## src/hw/rtl/mtep_pkg.sv

```systemverilog
// Shared types and constants for the MIDI track event parser.
package mtep_pkg;

    localparam int unsigned LimitWidth = 16;
    localparam logic [LimitWidth-1:0] EventLimitReset = 16'd1024;
    localparam logic [LimitWidth-1:0] CountOne = LimitWidth'(1);

    localparam logic [7:0] StatusFirst   = 8'h80;
    localparam logic [7:0] StatusOtherLo = 8'hA0;
    localparam logic [7:0] StatusSystem  = 8'hF0;
    localparam logic [7:0] StatusSysexEnd = 8'hF7;
    localparam logic [7:0] StatusMeta    = 8'hFF;
    localparam logic [3:0] NibbleNoteOff = 4'h8;
    localparam logic [3:0] NibbleProgram = 4'hC;
    localparam logic [3:0] NibblePress   = 4'hD;

    localparam logic EventNoteOn  = 1'b0;
    localparam logic EventNoteOff = 1'b1;

    typedef enum logic [6:0] {
        PH_DELTA  = 7'b0000001,
        PH_STATUS = 7'b0000010,
        PH_NOTE   = 7'b0000100,
        PH_VEL    = 7'b0001000,
        PH_MTYPE  = 7'b0010000,
        PH_LEN    = 7'b0100000,
        PH_SKIP   = 7'b1000000
    } t_phase;

    typedef struct packed {
        logic        event_kind;
        logic [3:0]  channel;
        logic [6:0]  note_number;
        logic [6:0]  velocity;
        logic [31:0] abs_time;
    } t_event;

endpackage

```

## src/hw/rtl/midi_track_event_parser.sv

```systemverilog
// MIDI track event parser: byte-wise track decoder emitting note events.
//
//   channel   direction  handshake          payload
//   input     in         i_valid / o_stall  i_data_byte, i_last_byte
//   output    out        o_valid / i_stall  o_event_kind, o_channel, o_note_number,
//                                           o_velocity, o_abs_time
//   config    in         i_cfg_we           i_cfg_data (event limit)
//
// One byte is taken per cycle while o_stall is low; its state update and any note
// event are formed in the same cycle; the event is registered in the output buffer.
// A two-entry output buffer (result register plus skid register) absorbs a stalled
// output; o_stall rises only while both entries are full.
// Reset (synchronous, active low) clears the parser and sets the event limit to 1024.
module midi_track_event_parser #(
    parameter logic [mtep_pkg::LimitWidth-1:0] EVENT_LIMIT_RESET = mtep_pkg::EventLimitReset
) (
    input  logic                           i_clk,
    input  logic                           i_rst_n,
    input  logic                           i_valid,
    output logic                           o_stall,
    input  logic [7:0]                     i_data_byte,
    input  logic                           i_last_byte,
    output logic                           o_valid,
    input  logic                           i_stall,
    output logic                           o_event_kind,
    output logic [3:0]                     o_channel,
    output logic [6:0]                     o_note_number,
    output logic [6:0]                     o_velocity,
    output logic [31:0]                    o_abs_time,
    input  logic                           i_cfg_we,
    input  logic [mtep_pkg::LimitWidth-1:0] i_cfg_data
);

    mtep_pkg::t_phase r_phase, n_phase;
    logic [27:0] r_delta_accum, n_delta_accum;
    logic [31:0] r_time_total, n_time_total;
    logic [7:0]  r_status_hold, n_status_hold;
    logic [6:0]  r_first_data, n_first_data;
    logic [7:0]  r_skip_left, n_skip_left;
    logic [mtep_pkg::LimitWidth-1:0] r_events_sent, n_events_sent;
    logic [mtep_pkg::LimitWidth-1:0] r_event_limit;

    mtep_pkg::t_event r_out, r_skid, n_event;
    logic r_out_valid, r_skid_valid;
    logic accept, push;

    assign o_stall = r_skid_valid;
    assign accept  = i_valid && !r_skid_valid;

    always_comb begin
        n_phase       = r_phase;
        n_delta_accum = r_delta_accum;
        n_time_total  = r_time_total;
        n_status_hold = r_status_hold;
        n_first_data  = r_first_data;
        n_skip_left   = r_skip_left;
        n_events_sent = r_events_sent;
        push          = 1'b0;

        n_event.event_kind  = ((r_status_hold[7:4] == mtep_pkg::NibbleNoteOff)
                               || (i_data_byte[6:0] == 7'd0))
                              ? mtep_pkg::EventNoteOff : mtep_pkg::EventNoteOn;
        n_event.channel     = r_status_hold[3:0];
        n_event.note_number = r_first_data;
        n_event.velocity    = i_data_byte[6:0];
        n_event.abs_time    = r_time_total;

        case (r_phase)
            mtep_pkg::PH_DELTA: begin
                n_delta_accum = {r_delta_accum[20:0], i_data_byte[6:0]};
                if (!i_data_byte[7]) begin
                    n_time_total  = r_time_total + {4'd0, n_delta_accum};
                    n_delta_accum = '0;
                    n_phase       = mtep_pkg::PH_STATUS;
                end
            end
            mtep_pkg::PH_STATUS: begin
                if (i_data_byte < mtep_pkg::StatusFirst) begin
                    n_phase = mtep_pkg::PH_DELTA;
                end else if (i_data_byte < mtep_pkg::StatusOtherLo) begin
                    n_status_hold = i_data_byte;
                    n_phase       = mtep_pkg::PH_NOTE;
                end else if (i_data_byte < mtep_pkg::StatusSystem) begin
                    n_status_hold = i_data_byte;
                    n_skip_left   = ((i_data_byte[7:4] == mtep_pkg::NibbleProgram)
                                     || (i_data_byte[7:4] == mtep_pkg::NibblePress))
                                    ? 8'd1 : 8'd2;
                    n_phase       = mtep_pkg::PH_SKIP;
                end else if (i_data_byte == mtep_pkg::StatusMeta) begin
                    n_status_hold = i_data_byte;
                    n_phase       = mtep_pkg::PH_MTYPE;
                end else if ((i_data_byte == mtep_pkg::StatusSystem)
                             || (i_data_byte == mtep_pkg::StatusSysexEnd)) begin
                    n_status_hold = i_data_byte;
                    n_phase       = mtep_pkg::PH_LEN;
                end else begin
                    n_phase = mtep_pkg::PH_DELTA;
                end
            end
            mtep_pkg::PH_NOTE: begin
                n_first_data = i_data_byte[6:0];
                n_phase      = mtep_pkg::PH_VEL;
            end
            mtep_pkg::PH_VEL: begin
                // Note messages past the limit are parsed but produce no event.
                if (r_events_sent < r_event_limit) begin
                    push          = 1'b1;
                    n_events_sent = r_events_sent + mtep_pkg::CountOne;
                end
                n_phase = mtep_pkg::PH_DELTA;
            end
            mtep_pkg::PH_MTYPE: begin
                n_phase = mtep_pkg::PH_LEN;
            end
            mtep_pkg::PH_LEN: begin
                n_skip_left = i_data_byte;
                n_phase     = (i_data_byte == 8'd0) ? mtep_pkg::PH_DELTA : mtep_pkg::PH_SKIP;
            end
            mtep_pkg::PH_SKIP: begin
                n_skip_left = r_skip_left - 8'd1;
                if (r_skip_left == 8'd1) begin
                    n_phase = mtep_pkg::PH_DELTA;
                end
            end
            default: begin
                n_phase = mtep_pkg::PH_DELTA;
            end
        endcase

        if (i_last_byte) begin
            n_phase       = mtep_pkg::PH_DELTA;
            n_delta_accum = '0;
            n_time_total  = '0;
            n_status_hold = '0;
            n_first_data  = '0;
            n_skip_left   = '0;
            n_events_sent = '0;
        end
    end

    always_ff @(posedge i_clk) begin
        if (!i_rst_n) begin
            r_phase       <= mtep_pkg::PH_DELTA;
            r_delta_accum <= '0;
            r_time_total  <= '0;
            r_status_hold <= '0;
            r_first_data  <= '0;
            r_skip_left   <= '0;
            r_events_sent <= '0;
        end else if (accept) begin
            r_phase       <= n_phase;
            r_delta_accum <= n_delta_accum;
            r_time_total  <= n_time_total;
            r_status_hold <= n_status_hold;
            r_first_data  <= n_first_data;
            r_skip_left   <= n_skip_left;
            r_events_sent <= n_events_sent;
        end
    end

    always_ff @(posedge i_clk) begin
        if (!i_rst_n) begin
            r_event_limit <= EVENT_LIMIT_RESET;
        end else if (i_cfg_we) begin
            r_event_limit <= i_cfg_data;
        end
    end

    // Result register with a skid register behind it; the skid fills only
    // when a new event arrives while the result register is held.
    always_ff @(posedge i_clk) begin
        if (!i_rst_n) begin
            r_out_valid  <= 1'b0;
            r_skid_valid <= 1'b0;
        end else if (r_out_valid && i_stall) begin
            if (accept && push) begin
                r_skid_valid <= 1'b1;
            end
        end else if (r_skid_valid) begin
            r_out_valid  <= 1'b1;
            r_skid_valid <= 1'b0;
        end else begin
            r_out_valid <= accept && push;
        end
    end

    always_ff @(posedge i_clk) begin
        if (r_out_valid && i_stall) begin
            if (accept && push) begin
                r_skid <= n_event;
            end
        end else if (r_skid_valid) begin
            r_out <= r_skid;
        end else if (accept && push) begin
            r_out <= n_event;
        end
    end

    assign o_valid       = r_out_valid;
    assign o_event_kind  = r_out.event_kind;
    assign o_channel     = r_out.channel;
    assign o_note_number = r_out.note_number;
    assign o_velocity    = r_out.velocity;
    assign o_abs_time    = r_out.abs_time;

    a_skid_behind_out: assert property (@(posedge i_clk) disable iff (!i_rst_n)
        r_skid_valid |-> r_out_valid)
        else $error("skid register holds an event while the result register is empty");

    a_skip_nonzero: assert property (@(posedge i_clk) disable iff (!i_rst_n)
        (r_phase == mtep_pkg::PH_SKIP) |-> (r_skip_left != 8'd0))
        else $error("skipping with no bytes left to skip");

    a_track_end_clears: assert property (@(posedge i_clk) disable iff (!i_rst_n)
        (accept && i_last_byte) |=> ((r_phase == mtep_pkg::PH_DELTA)
                                     && (r_events_sent == '0) && (r_time_total == '0)))
        else $error("parser state not cleared after the last byte of a track");

    a_event_counted: assert property (@(posedge i_clk) disable iff (!i_rst_n)
        (accept && push && !i_last_byte)
        |=> (r_events_sent == $past(r_events_sent) + mtep_pkg::CountOne))
        else $error("emitted event not counted against the limit");

endmodule

```

## config.mk

```make
export PLATFORM = sky130hd
export DESIGN_NAME = midi_track_event_parser
export DESIGN_NICKNAME = d
export VERILOG_FILES = /design/src/hw/rtl/mtep_pkg.sv /design/src/hw/rtl/midi_track_event_parser.sv
export SDC_FILE = /design/constraint.sdc
export NUM_CORES = 1
export LEC_CHECK = 0
export BUFFER_PORTS_ARGS = -buffer_cell sky130_fd_sc_hd__buf_2
export CAP_MARGIN = 10
export CORE_ASPECT_RATIO = 0.9
export CORE_UTILIZATION = 50
export DETAILED_ROUTE_END_ITERATION = 7
export GPL_TIMING_DRIVEN = 0
export PLACE_DENSITY_LB_ADDON = 0.25
export SYNTH_ARGS = -nofsm -noshare
export SYNTH_HDL_FRONTEND = slang
export SYNTH_SLANG_ARGS = --single-unit
```

## constraint.sdc

```tcl
create_clock -name i_clk -period 11.5 [get_ports i_clk]
set_input_delay 0 -clock i_clk [delete_from_list [all_inputs] [get_ports i_clk]]
set_output_delay 0 -clock i_clk [all_outputs]
set_load 0.005 [all_outputs]
```

# After elaboration in Yosys (flattened, before gate mapping)
# Cells that the tools add are included.
[totals]
reg_bits = 219
input_bits = 30
out_inout_bits = 53
wordCells = 116
[op_classes]
n_addsub = 3
n_lt_le_gt_ge = 4
eq_ne = 21
n_mux = 40
n_bitwise = 1
n_reduce_logical = 27
[ops]
columns = ["op", "n"]
rows = [
  ["51-bit two-way mux", 2],
  ["32-bit two-way mux", 3],
  ["8-bit two-way mux", 11],
  ["21-bit two-way mux", 3],
  ["7-bit two-way mux", 9],
  ["16-bit two-way mux", 3],
  ["7-bit case mux with 6 select lines", 1],
  ["32-bit by 28-bit adder with 32-bit output", 1],
  ["8-bit equality test (second input constant)", 3],
  ["8-bit less-than comparator (second input constant)", 3],
  ["8-bit case mux with 3 select lines", 1],
  ["16-bit by 1-bit adder with 16-bit output (second input constant)", 1],
  ["16-bit less-than comparator", 1],
  ["3-bit inequality test (second input constant)", 5],
  ["4-bit equality test (second input constant)", 3],
  ["6-bit two-way mux", 2],
  ["2-bit nonzero test", 6],
  ["2-bit AND reduction", 5],
  ["3-bit AND reduction", 3],
  ["8-bit by 1-bit equality test with 1-bit output (second input constant)", 1],
  ["8-bit logical NOT", 1],
  ["8-bit by 1-bit subtractor with 8-bit output (second input constant)", 1],
  ["7-bit by 1-bit equality test with 1-bit output (second input constant)", 1],
  ["7-bit by 2-bit equality test with 1-bit output (second input constant)", 1],
  ["18 further kinds", 25],
]

# Logic depth before layout (Yosys ltp)
# Gate-level depths: netlist of run 1.
[logic_depth]
depth_word = 9
ltp_mapped = 10
ltp_nobuf = 10

# Worst setup path before layout of run 1
# Ideal clock, no wire load.
[synth_timing]
path_kind = "reg-to-reg"
start = "register r_phase[4]"
end = "register r_out, in the netlist o_abs_time[0] (enable)"
setup_time_ps = 476
arrival_ps = 4223
t_required_ps = 11024
setup_slack_ps = 6801
stages_incl_launch_ff = 9
n_path_buf = 1
synth_period_minus_slack_ps = 4699
cell_sequence = "dfxtp_1 -> buf_6 -> or3_4 -> or3_1 -> nor2_2 -> o221ai_2 -> a21o_1 -> nor2b_1 -> a21oi_1"
[synth_between]
elab_chain_cells = 5
[synth_rtl]
columns = ["element", "line", "source"]
rows = [
  ["from (decl)", "midi_track_event_parser.sv:34", "mtep_pkg::t_phase r_phase, n_phase;"],
  ["from (signal assigned)", "midi_track_event_parser.sv:143", "r_phase <= mtep_pkg::PH_DELTA;"],
  ["from (signal assigned)", "midi_track_event_parser.sv:151", "r_phase <= n_phase;"],
  ["7-bit by 4-bit equality test with 1-bit output", "midi_track_event_parser.sv:68", "case (r_phase)"],
  ["1-bit two-way mux", "midi_track_event_parser.sv:68", ""],
  ["1-bit logical AND", "midi_track_event_parser.sv:194", "end else if (accept && push) begin"],
  ["2-bit nonzero test (no line)", "--", ""],
  ["2-bit AND reduction (no line)", "--", ""],
  ["to (signal assigned)", "midi_track_event_parser.sv:193", "r_out <= r_skid;"],
  ["to (signal assigned)", "midi_track_event_parser.sv:195", "r_out <= n_event;"],
  ["to (decl)", "midi_track_event_parser.sv:43", "mtep_pkg::t_event r_out, r_skid, n_event;"],
]
# Every way passes these cells.
# A chain may end at the register's enable or synchronous reset.

# Worst setup path in the final report of run 1
[layout_timing]
start = "register r_phase[1]"
end = "register r_skid[36] (netlist name) (enable)"
[layout_between]
elab_chain_cells = 4
[layout_rtl]
columns = ["element", "line", "source"]
rows = [
  ["7-bit by 4-bit equality test with 1-bit output", "midi_track_event_parser.sv:68", ""],
  ["1-bit two-way mux", "midi_track_event_parser.sv:68", ""],
  ["1-bit logical AND", "midi_track_event_parser.sv:189", "if (accept && push) begin"],
  ["2-bit AND reduction (no line)", "--", ""],
  ["to (signal assigned)", "midi_track_event_parser.sv:190", "r_skid <= n_event;"],
  ["to (decl)", "midi_track_event_parser.sv:43", ""],
]
# Every way passes these cells.

==> impl_table.tex, run 1 <==
\begin{tabular}{lr}
\hline
Metric & Value \\
\hline
\multicolumn{2}{l}{\textbf{Outcome}} \\
Status & complete, no violations \\
\multicolumn{2}{l}{\textbf{Clock network}} \\
Clock tree from TritonCTS & built \\
Clock transition at the registers of the reported paths & 0.06 ns \\
Buffers from clock root to sink, at most & 3 \\
CTS Root Cell & sky130\_fd\_sc\_hd\_\_clkbuf\_16 \\
CTS HTree Levels & 1 \\
Number of buffers added to fix hold violations after cts & 25 \\
Clock sink count & 219 \\
Post-CTS Setup Bufs & 0 \\
Number of buffers added by the clock tree synthesis step & 23 \\
Number of instances resized during post-cts repair & 0 \\
Worst-Skew Late Latency & 0.52 ns \\
\multicolumn{2}{l}{\textbf{Route}} \\
DR vias/cell & 5.756 \\
Drc violations & 0 \\
Total number of vias & 8640 \\
Routed wire length per instance & 17.16 microns \\
Routed Antenna Nets & 0 \\
Detailed Routing Iterations Pass 1 & 5 \\
Drt first-iter violations & 586 \\
Routed WL & 25.76 mm \\
\multicolumn{2}{l}{\textbf{Timing}} \\
Final Cycle Share & 28.97\% \\
Count of final max-slew check failures & 0 \\
Worst-margin pin slew & 0.9158 ns \\
Setup TNS & 0 ns \\
Max-slew headroom at the worst pin & 37.37\% \\
Achievable Freq & 0.3002 GHz \\
Layout Skew & 0.01613 ns \\
Minimum clock period & 3.332 ns \\
Final hold viol count & 0 \\
Unrepaired setup endpoints after global routing & no \\
Total of endpoints with negative setup slack in the final report & 0 \\
WHS & 0.04444 ns \\
\multicolumn{2}{l}{\textbf{Final layout}} \\
Sequential cell area & 5405 sq um \\
Count of nets after finishing & 1275 \\
Count of antenna diodes in the layout & 0 \\
Fillers & 1782 \\
Number of non-filler instances in the completed layout & 1501 \\
Layout-stage area growth over the synthesis result & 16.54\% \\
Area taken by multi-input logic gates & 5040 sq um \\
Fraction of layout instances using a drive strength above 1 & 14.98\% \\
\multicolumn{2}{l}{\textbf{Synthesis}} \\
Synth Area in Compound Gates & 16.41\% \\
Top flip-flop cell by instance count after synthesis & sky130\_fd\_sc\_hd\_\_dfxtp\_1 \\
Fraction of the mapped netlist area in simple logic gates & 16.00\% \\
Dominant combinational cell family by area after synthesis & compound AO/OA/AOI/OAI gates \\
Library cell with the largest summed area after synthesis & sky130\_fd\_sc\_hd\_\_edfxtp\_1 \\
Adder-Cell Fraction of Synth Area & 5.524\% \\
Syn\_nets & 1143 \\
Warnings from Yosys & 0 \\
Area share of the largest cell type after synthesis & 28.41\% \\
Post-synthesis cell area & 10780 sq um \\
Mux cell area share after synthesis & 7.172\% \\
Most numerous cell in the Yosys netlist & sky130\_fd\_sc\_hd\_\_dfxtp\_1 \\
Number of distinct library cells after synthesis & 70 \\
Top cells by instance count after synthesis & sky130\_fd\_sc\_hd\_\_dfxtp\_1 (117), sky130\_fd\_sc\_hd\_\_edfxtp\_1 (102), sky130\_fd\_sc\_hd\_\_nand2\_1 (94) \\
Proportion of synthesized chip area in sequential cells & 50.13\% \\
Mapped Avg Cell Area & 10.11 sq um \\
Register bit total from synthesis & 219 \\
Number of enable-type register cells in the synthesized netlist & 102 \\
Xor and xnor area share after synthesis & 1.462\% \\
Leading post-synthesis cells by cell area & sky130\_fd\_sc\_hd\_\_edfxtp\_1 (28\%), sky130\_fd\_sc\_hd\_\_dfxtp\_1 (22\%), sky130\_fd\_sc\_hd\_\_ha\_1 (5.3\%) \\
Syn Inst Count & 1066 \\
Share of async-settable or async-resettable flops after synthesis & 0\% \\
\multicolumn{2}{l}{\textbf{GRT}} \\
Largest net degree at the start of global routing & 32 \\
Number of antenna violations at the first check in global routing & 0 \\
Leftover overflow at the end of global routing & 0 \\
Total global-route track usage & 23.49\% \\
Via count of the first global-routing pass & 7880 \\
Global-route wire length before repair & 41.43 mm \\
\multicolumn{2}{l}{\textbf{Critical path}} \\
Critical path data arrival time & 3.54 ns \\
Reg2reg setup slack & 8.17 ns \\
Required @ worst endpoint & 11.71 ns \\
Critical path class & reg -> reg \\
Number of cells traversed by the worst register-to-register path & 9 \\
Sort of element at the end of the critical path & flip-flop \\
Critical path peak fanout & 31 \\
Largest stage delay on the critical path & 0.62 ns \\
Setup crit start kind & flip-flop \\
Worst R2R End & r\_skid[36] \\
Cell seen most often among critical-path stages & sky130\_fd\_sc\_hd\_\_clkbuf\_1 \\
CP cell instances & clkbuf\_1, or3\_4, or3\_1, nor2\_2, o221ai\_2, a21o\_1, clkbuf\_1, nor2\_4, buf\_12 \\
Startpoint of the worst setup timing path & r\_phase[1] \\
Crit path max-delay cell type & sky130\_fd\_sc\_hd\_\_nor2\_4 \\
Worst reg2reg path startpoint & r\_phase[1] \\
\multicolumn{2}{l}{\textbf{Die}} \\
I/O Pins & 83 \\
Height of the die & 141.3 microns \\
Total Die Area & 22160 sq um \\
Core footprint & 20960 sq um \\
Effective utilization at floorplan & 51.44\% \\
Die extent in x & 156.8 microns \\
Site Rows & 50 \\
\multicolumn{2}{l}{\textbf{Hold path}} \\
HP Class & in -> reg \\
Startpoint of the worst hold path & i\_cfg\_we \\
Depth of the worst hold-timing path & 3 \\
End point of the worst hold path & r\_event\_limit[4] \\
\multicolumn{2}{l}{\textbf{Pwr}} \\
Leak pwr & 4.809 nW \\
Part of the power in combinational logic & 5.9\% \\
Reg power frac & 50.2\% \\
Relative contribution of the clock network to total power & 43.9\% \\
Switching power as a share of total power & 22.38\% \\
Power density over the cells & 130.1 nW/um\^{}2 \\
Pint & 1.269 mW \\
Highest ir drop seen on vdd & 103.7 uV \\
Switching power of the nets & 0.3658 mW \\
\multicolumn{2}{l}{\textbf{Placed design}} \\
Number of buffers added on ports & 80 \\
Gp weighted congestion & 0.9145 \\
DPL Wire Length & 18.20 mm \\
DP Cell Count & 1434 \\
\multicolumn{2}{l}{\textbf{Job}} \\
Max-capacitance violation count & 0 \\
\hline
\end{tabular}
-- cell type report --
| type | instances | share of cell area [%] |
|---|---|---|
| clock buffer | 34 | 4.909 |
| multi-input combinational | 756 | 40.11 |
| timing repair buffer | 107 | 5.497 |
| buffer | 53 | 1.693 |
| clock inverter | 8 | 0.7867 |
| inverter | 38 | 1.135 |
| sequential | 219 | 43.02 |
| tap | 286 | 2.848 |
-- through the flow --
step	util [%]	total power [mW]	instance area (sq um)	setup WS [ns]
after detailed placement	55.34	0.9261	11600	8.181
after global routing	59.95	1.687	12560	7.997
final	59.95	1.635	12560	8.168
after global placement	55.06	0.9247	11540	5.491
after floorplan	-	0.8954	10780	6.801
after CTS	59.95	1.650	12560	8.161
-- registers in the layout, indices dropped and copies added, names as in the netlist, 4 cells and up --
signal	count
r_events_sent	16
o_channel	4
r_time_total	32
o_abs_time	32
r_phase	7
o_velocity	7
r_skid	51
r_event_limit	16
r_status_hold	8
r_delta_accum	21
r_skip_left	8
o_note_number	7
r_first_data	7
-- cell usage in the layout, fill, tap and decap left out, drive strengths merged, types with 8 or more instances in the layout --
| master | n |
|---|---|
| a21o | 17 |
| a21oi | 92 |
| a22oi | 24 |
| a31oi | 8 |
| and3 | 12 |
| buf | 92 |
| clkbuf | 77 |
| dfxtp | 117 |
| dlygate4sd3 | 25 |
| edfxtp | 102 |
| ha | 46 |
| inv | 38 |
| mux2 | 50 |
| mux2i | 21 |
| nand2 | 94 |
| nand2b | 8 |
| nand3 | 48 |
| nand4 | 14 |
| nor2 | 83 |
| nor2b | 22 |
| nor3 | 23 |
| o2111ai | 8 |
| o211ai | 8 |
| o21a | 13 |
| o21ai | 40 |
| o31ai | 11 |
| or3 | 13 |
| xor2 | 11 |
-- cell families (layout without fill, tap and decap cells) --
family / after synthesis / in the layout
mux: 71 / 71
xor+xnor: 18 / 18
flops: 219 / 219
compound gates: 270 / 270
fa+ha+maj: 47 / 47
buf+inv: 91 / 240
simple gates: 350 / 350
-- power by group through the flow --
stage          clock network [mW]  logic (mW)  registers, mW
2_1_floorplan                   0      0.0594          0.836
5_1_grt                     0.760       0.106          0.821
6_report                    0.717      0.0966          0.821
3_5_place_dp                    0      0.0883          0.838
3_3_place_gp                    0      0.0872          0.838
4_1_cts                     0.734      0.0954          0.821
-- layer usage --
metal | vias to the layer above | routed length (microns) | GRT usage (%)
li1 | 4220 | - | -
met1 | 4075 | 12370 | 34.37
met2 | 304 | 11000 | 35.63
met3 | 41 | 1815 | 3.910
met4 | 0 | 578 | 6.760
met5 | - | 0 | 0
-- worst max path at each step --
stage                     slack (ns)          endpoint
after global placement          5.49  o_note_number[4]
after global routing            8.00        r_skid[36]
after CTS                       8.16        r_skid[36]
after detailed placement        8.18        r_skid[11]
after floorplan                 6.80     o_abs_time[0]
final                           8.17        r_skid[36]
-- worst max-delay path, delay by kind of cell, from the launching register on --
kind	cells	cell delay, ns
DFF	1	0.30
buffers and inverters	3	0.79
AOI/OAI and AO/OA	2	0.39
and+or+nand+nor	4	1.50
Note: power is estimated with default switching activity, not from simulation.
==> run 2: changes to the inputs <==
--- a/config.mk
+++ b/config.mk
@@ -5,6 +5,7 @@
 export SDC_FILE = /design/constraint.sdc
 export NUM_CORES = 1
 export LEC_CHECK = 0
+export ABC_AREA = 1
 export BUFFER_PORTS_ARGS = -buffer_cell sky130_fd_sc_hd__buf_2
 export CAP_MARGIN = 10
 export CORE_ASPECT_RATIO = 0.9
==> constraint.sdc (replaced) <==
create_clock -name i_clk -period 3 [get_ports i_clk]
set_input_delay 0 -clock i_clk [delete_from_list [all_inputs] [get_ports i_clk]]
set_output_delay 0 -clock i_clk [all_outputs]
set_load 0.005 [all_outputs]
==> run 2 against run 1 <==
- clock power rose to 4.1 times the previous value
- wire length increased by 19%
- fmax increased by 25%
- final area increased by 8.1%
- clock-buffer cell count unchanged
- sequential power grew to 3.9 times the previous value
- setup slack got worse by 7.8 ns
- final cell count increased by 31%
- flip-flop and latch count unchanged
- critical path depth is 1 higher
- non-clock buffer count is 10 higher
- synthesized cell count rose by 41%
- critical path type unchanged
- largest cell class unchanged
- largest power group unchanged
==> impl_table.tex, run 2 <==
\begin{tabular}{lr}
\hline
Metric & Value \\
\hline
\multicolumn{2}{l}{\textbf{Outcome}} \\
Status & complete, no violations \\
\multicolumn{2}{l}{\textbf{Final layout}} \\
Fillers & 2052 \\
Count of nets after finishing & 1733 \\
Flip-flop count of the largest register after layout & 51 \\
Largest register by flop count & r\_skid \\
Layout-stage area growth over the synthesis result & 17.65\% \\
Most common cell after layout, fill and taps aside & sky130\_fd\_sc\_hd\_\_nand2\_1 \\
Post-layout util & 60.14\% \\
Most used cells in the layout excluding fill and tap cells & sky130\_fd\_sc\_hd\_\_nand2\_1 (518), sky130\_fd\_sc\_hd\_\_inv\_1 (159), sky130\_fd\_sc\_hd\_\_a21oi\_1 (125), sky130\_fd\_sc\_hd\_\_dfxtp\_1 (117), sky130\_fd\_sc\_hd\_\_nand3\_1 (108) \\
Count of antenna diodes in the layout & 0 \\
Fraction of layout instances using a drive strength above 1 & 12.43\% \\
\multicolumn{2}{l}{\textbf{GRT}} \\
M1 GR Usage & 38.39\% \\
Number of antenna violations at the first check in global routing & 0 \\
Global-route wire length before repair & 49.05 mm \\
Met3 Use GR & 3.580\% \\
Leftover overflow at the end of global routing & 0 \\
Most Crowded Layer GR & met2 \\
Via count of the first global-routing pass & 9461 \\
Fraction of met2 tracks used by global routing & 40.43\% \\
Largest net degree at the start of global routing & 37 \\
Total global-route track usage & 26.25\% \\
\multicolumn{2}{l}{\textbf{Synthesis}} \\
Fraction of the mapped netlist area in simple logic gates & 30.24\% \\
Leading post-synthesis cells by cell area & sky130\_fd\_sc\_hd\_\_edfxtp\_1 (27\%), sky130\_fd\_sc\_hd\_\_dfxtp\_1 (20\%), sky130\_fd\_sc\_hd\_\_nand2\_1 (17\%) \\
Top flip-flop cell by instance count after synthesis & sky130\_fd\_sc\_hd\_\_dfxtp\_1 \\
Mapped Avg Cell Area & 7.674 sq um \\
Warnings from Yosys & 0 \\
Syn\_nets & 1581 \\
Mux cell area share after synthesis & 0\% \\
Register bit total from synthesis & 219 \\
Number of enable-type register cells in the synthesized netlist & 102 \\
Adder-Cell Fraction of Synth Area & 5.160\% \\
Post-synthesis cell area & 11540 sq um \\
Xor and xnor area share after synthesis & 1.062\% \\
Top cells by instance count after synthesis & sky130\_fd\_sc\_hd\_\_nand2\_1 (518), sky130\_fd\_sc\_hd\_\_inv\_1 (159), sky130\_fd\_sc\_hd\_\_a21oi\_1 (126) \\
Number of distinct library cells after synthesis & 47 \\
Area share of the largest cell type after synthesis & 26.54\% \\
Library cell with the largest summed area after synthesis & sky130\_fd\_sc\_hd\_\_edfxtp\_1 \\
Dominant combinational cell family by area after synthesis & simple AND/OR/NAND/NOR gates \\
Most numerous cell in the Yosys netlist & sky130\_fd\_sc\_hd\_\_nand2\_1 \\
Proportion of synthesized chip area in sequential cells & 46.83\% \\
Synth Area in Compound Gates & 9.128\% \\
Syn Inst Count & 1504 \\
Share of async-settable or async-resettable flops after synthesis & 0\% \\
\multicolumn{2}{l}{\textbf{Pwr}} \\
Pint & 5.040 mW \\
Total power & 6.593 mW \\
Highest ir drop seen on vdd & 391.4 uV \\
Reg power frac & 48.2\% \\
Power density over the cells & 485.5 nW/um\^{}2 \\
Relative contribution of the clock network to total power & 44.4\% \\
Switching power as a share of total power & 23.55\% \\
Leak pwr & 5.794 nW \\
Part of the power in combinational logic & 7.4\% \\
Switching power of the nets & 1.553 mW \\
\multicolumn{2}{l}{\textbf{Hold path}} \\
Depth of the worst hold-timing path & 4 \\
Startpoint of the worst hold path & i\_cfg\_we \\
HP Class & in -> reg \\
End point of the worst hold path & r\_event\_limit[2] \\
\multicolumn{2}{l}{\textbf{Clock network}} \\
Clock sink count & 219 \\
Buffers from clock root to sink, at most & 3 \\
Number of buffers added by the clock tree synthesis step & 24 \\
CTS Root Cell & sky130\_fd\_sc\_hd\_\_clkbuf\_16 \\
Clock transition at the registers of the reported paths & 0.06 ns \\
CTS HTree Levels & 1 \\
Clock tree from TritonCTS & built \\
Worst-Skew Late Latency & 0.52 ns \\
\multicolumn{2}{l}{\textbf{Die}} \\
Effective utilization at floorplan & 51.12\% \\
Height of the die & 146.1 microns \\
Site Rows & 52 \\
Core footprint & 22580 sq um \\
I/O Pins & 83 \\
Die extent in x & 162.1 microns \\
Total Die Area & 23690 sq um \\
\multicolumn{2}{l}{\textbf{Route}} \\
Drt first-iter violations & 885 \\
Routed WL & 30.71 mm \\
Detailed Routing Iterations Pass 1 & 5 \\
Drc violations & 0 \\
Routed Antenna Nets & 0 \\
DR vias/cell & 5.211 \\
Total number of vias & 10270 \\
Routed wire length per instance & 15.58 microns \\
\multicolumn{2}{l}{\textbf{Critical path}} \\
Number of cells traversed by the worst register-to-register path & 10 \\
Setup crit start kind & flip-flop \\
Critical path peak fanout & 36 \\
Critical path data arrival time & 2.89 ns \\
Worst reg2reg path startpoint & r\_events\_sent[5] \\
Worst R2R End & r\_skid[31] \\
Reg2reg setup slack & 0.32 ns \\
Critical path class & reg -> reg \\
Sort of element at the end of the critical path & flip-flop \\
Required @ worst endpoint & 3.22 ns \\
\multicolumn{2}{l}{\textbf{Timing}} \\
Max-slew headroom at the worst pin & 37.49\% \\
Total of endpoints with negative setup slack in the final report & 0 \\
Final Cycle Share & 89.17\% \\
Count of final max-slew check failures & 0 \\
Layout Skew & 0.008171 ns \\
Least setup slack across all paths after layout & 0.3248 ns \\
Final hold viol count & 0 \\
Achievable Freq & 0.3738 GHz \\
Worst-margin pin slew & 0.9377 ns \\
Unrepaired setup endpoints after global routing & no \\
WHS & 0.08245 ns \\
Minimum clock period & 2.675 ns \\
\multicolumn{2}{l}{\textbf{Job}} \\
Max-capacitance violation count & 0 \\
\multicolumn{2}{l}{\textbf{Placed design}} \\
Place WS & 0.1433 ns \\
Number of buffers added on ports & 81 \\
Gp weighted congestion & 0.9549 \\
DPL Wire Length & 22.85 mm \\
\hline
\end{tabular}
## run 2: changes by cell type after synthesis, moves of 12 or more
cell / change
sky130_fd_sc_hd__a21o_1: -17
sky130_fd_sc_hd__a21oi_1: +34
sky130_fd_sc_hd__a22oi_1: -24
sky130_fd_sc_hd__and3_1: -12
sky130_fd_sc_hd__inv_1: +122
sky130_fd_sc_hd__mux2_2: -50
sky130_fd_sc_hd__mux2i_1: -21
sky130_fd_sc_hd__nand2_1: +424
sky130_fd_sc_hd__nand3_1: +60
sky130_fd_sc_hd__nand3_2: +13
sky130_fd_sc_hd__nor2_1: +19
sky130_fd_sc_hd__nor2b_1: -21
sky130_fd_sc_hd__or3_1: -12
## run 2: worst max-delay path by stage
| stage | startpoint | endpoint | slack (ns) | cells after the start |
|---|---|---|---|---|
| final | r_events_sent[5] | r_skid[31] | 0.32 | 10 |
| after detailed placement | r_events_sent[5] | o_abs_time[31] | 0.14 | 11 |
| after global placement | r_events_sent[5] | o_abs_time[31] | -0.19 | 10 |
| after CTS | r_events_sent[5] | o_abs_time[31] | 0.15 | 11 |
| after global routing | r_events_sent[5] | r_skid[25] | 0.11 | 10 |
| after floorplan | r_events_sent[5] | o_abs_time[0] | 0.34 | 10 |
## run 2: what timing repair did
item,in CTS,in global routing
gates resized for setup,0,0
setup endpoints to repair,0,33
setup buffers,0,10
hold endpoints to repair,63,0
hold buffers,33,0
## run 2: final cells by class
type	count	area (sq um)	area share, %
flip-flops and latches	219	5405	39.81
multi-input cells	1068	5280	38.89
repair buffers	126	863.3	6.358
clock buffers	34	668.1	4.921
inverters	173	659.4	4.856
well taps	297	371.6	2.737
plain buffers	44	215.2	1.585
clock inverters	10	115.1	0.8478
## run 2: power groups by stage
stage          Combinational (mW)  Clock, mW  Sequential [mW]
3_3_place_gp                0.434          0             3.24
4_1_cts                     0.477       2.98             3.18
5_1_grt                     0.540       3.10             3.18
2_1_floorplan               0.305          0             3.23
3_5_place_dp                0.441          0             3.24
6_report                    0.485       2.93             3.18
## run 2: metal layers
layer,wire length (microns),part of all wire [%]
met4,724,2.4
met5,0,0
met2,13350,43
met1,14520,47
met3,2113,6.9
## run 2: worst max-delay path: stages (launching register included)
cell and delay [ns]:
sky130_fd_sc_hd__dfxtp_1 0.47, sky130_fd_sc_hd__ha_1 0.30, sky130_fd_sc_hd__a21oi_1 0.13, sky130_fd_sc_hd__nor2_1 0.05, sky130_fd_sc_hd__nor3_1 0.13, sky130_fd_sc_hd__nand2_1 0.08, sky130_fd_sc_hd__nand2_1 0.10, sky130_fd_sc_hd__nand2_4 0.10
sky130_fd_sc_hd__buf_2 0.23, sky130_fd_sc_hd__nor2_4 0.45, sky130_fd_sc_hd__buf_12 0.28
## run 2: through the flow
step           cells  cell area, sq um  TNS [ns]
3_3_place_gp    1882             12340    -13.09
6_report        1971             13580         0
4_1_cts         1961             13490         0
5_1_grt         1971             13580         0
3_5_place_dp    1884             12380         0
2_1_floorplan   1504             11560         0
## run 2: cells by family after synthesis
kind of cell	after synthesis
xor+xnor	14
simple gates	812
compound gates	195
fa+ha+maj	47
flops	219
buf+inv	217
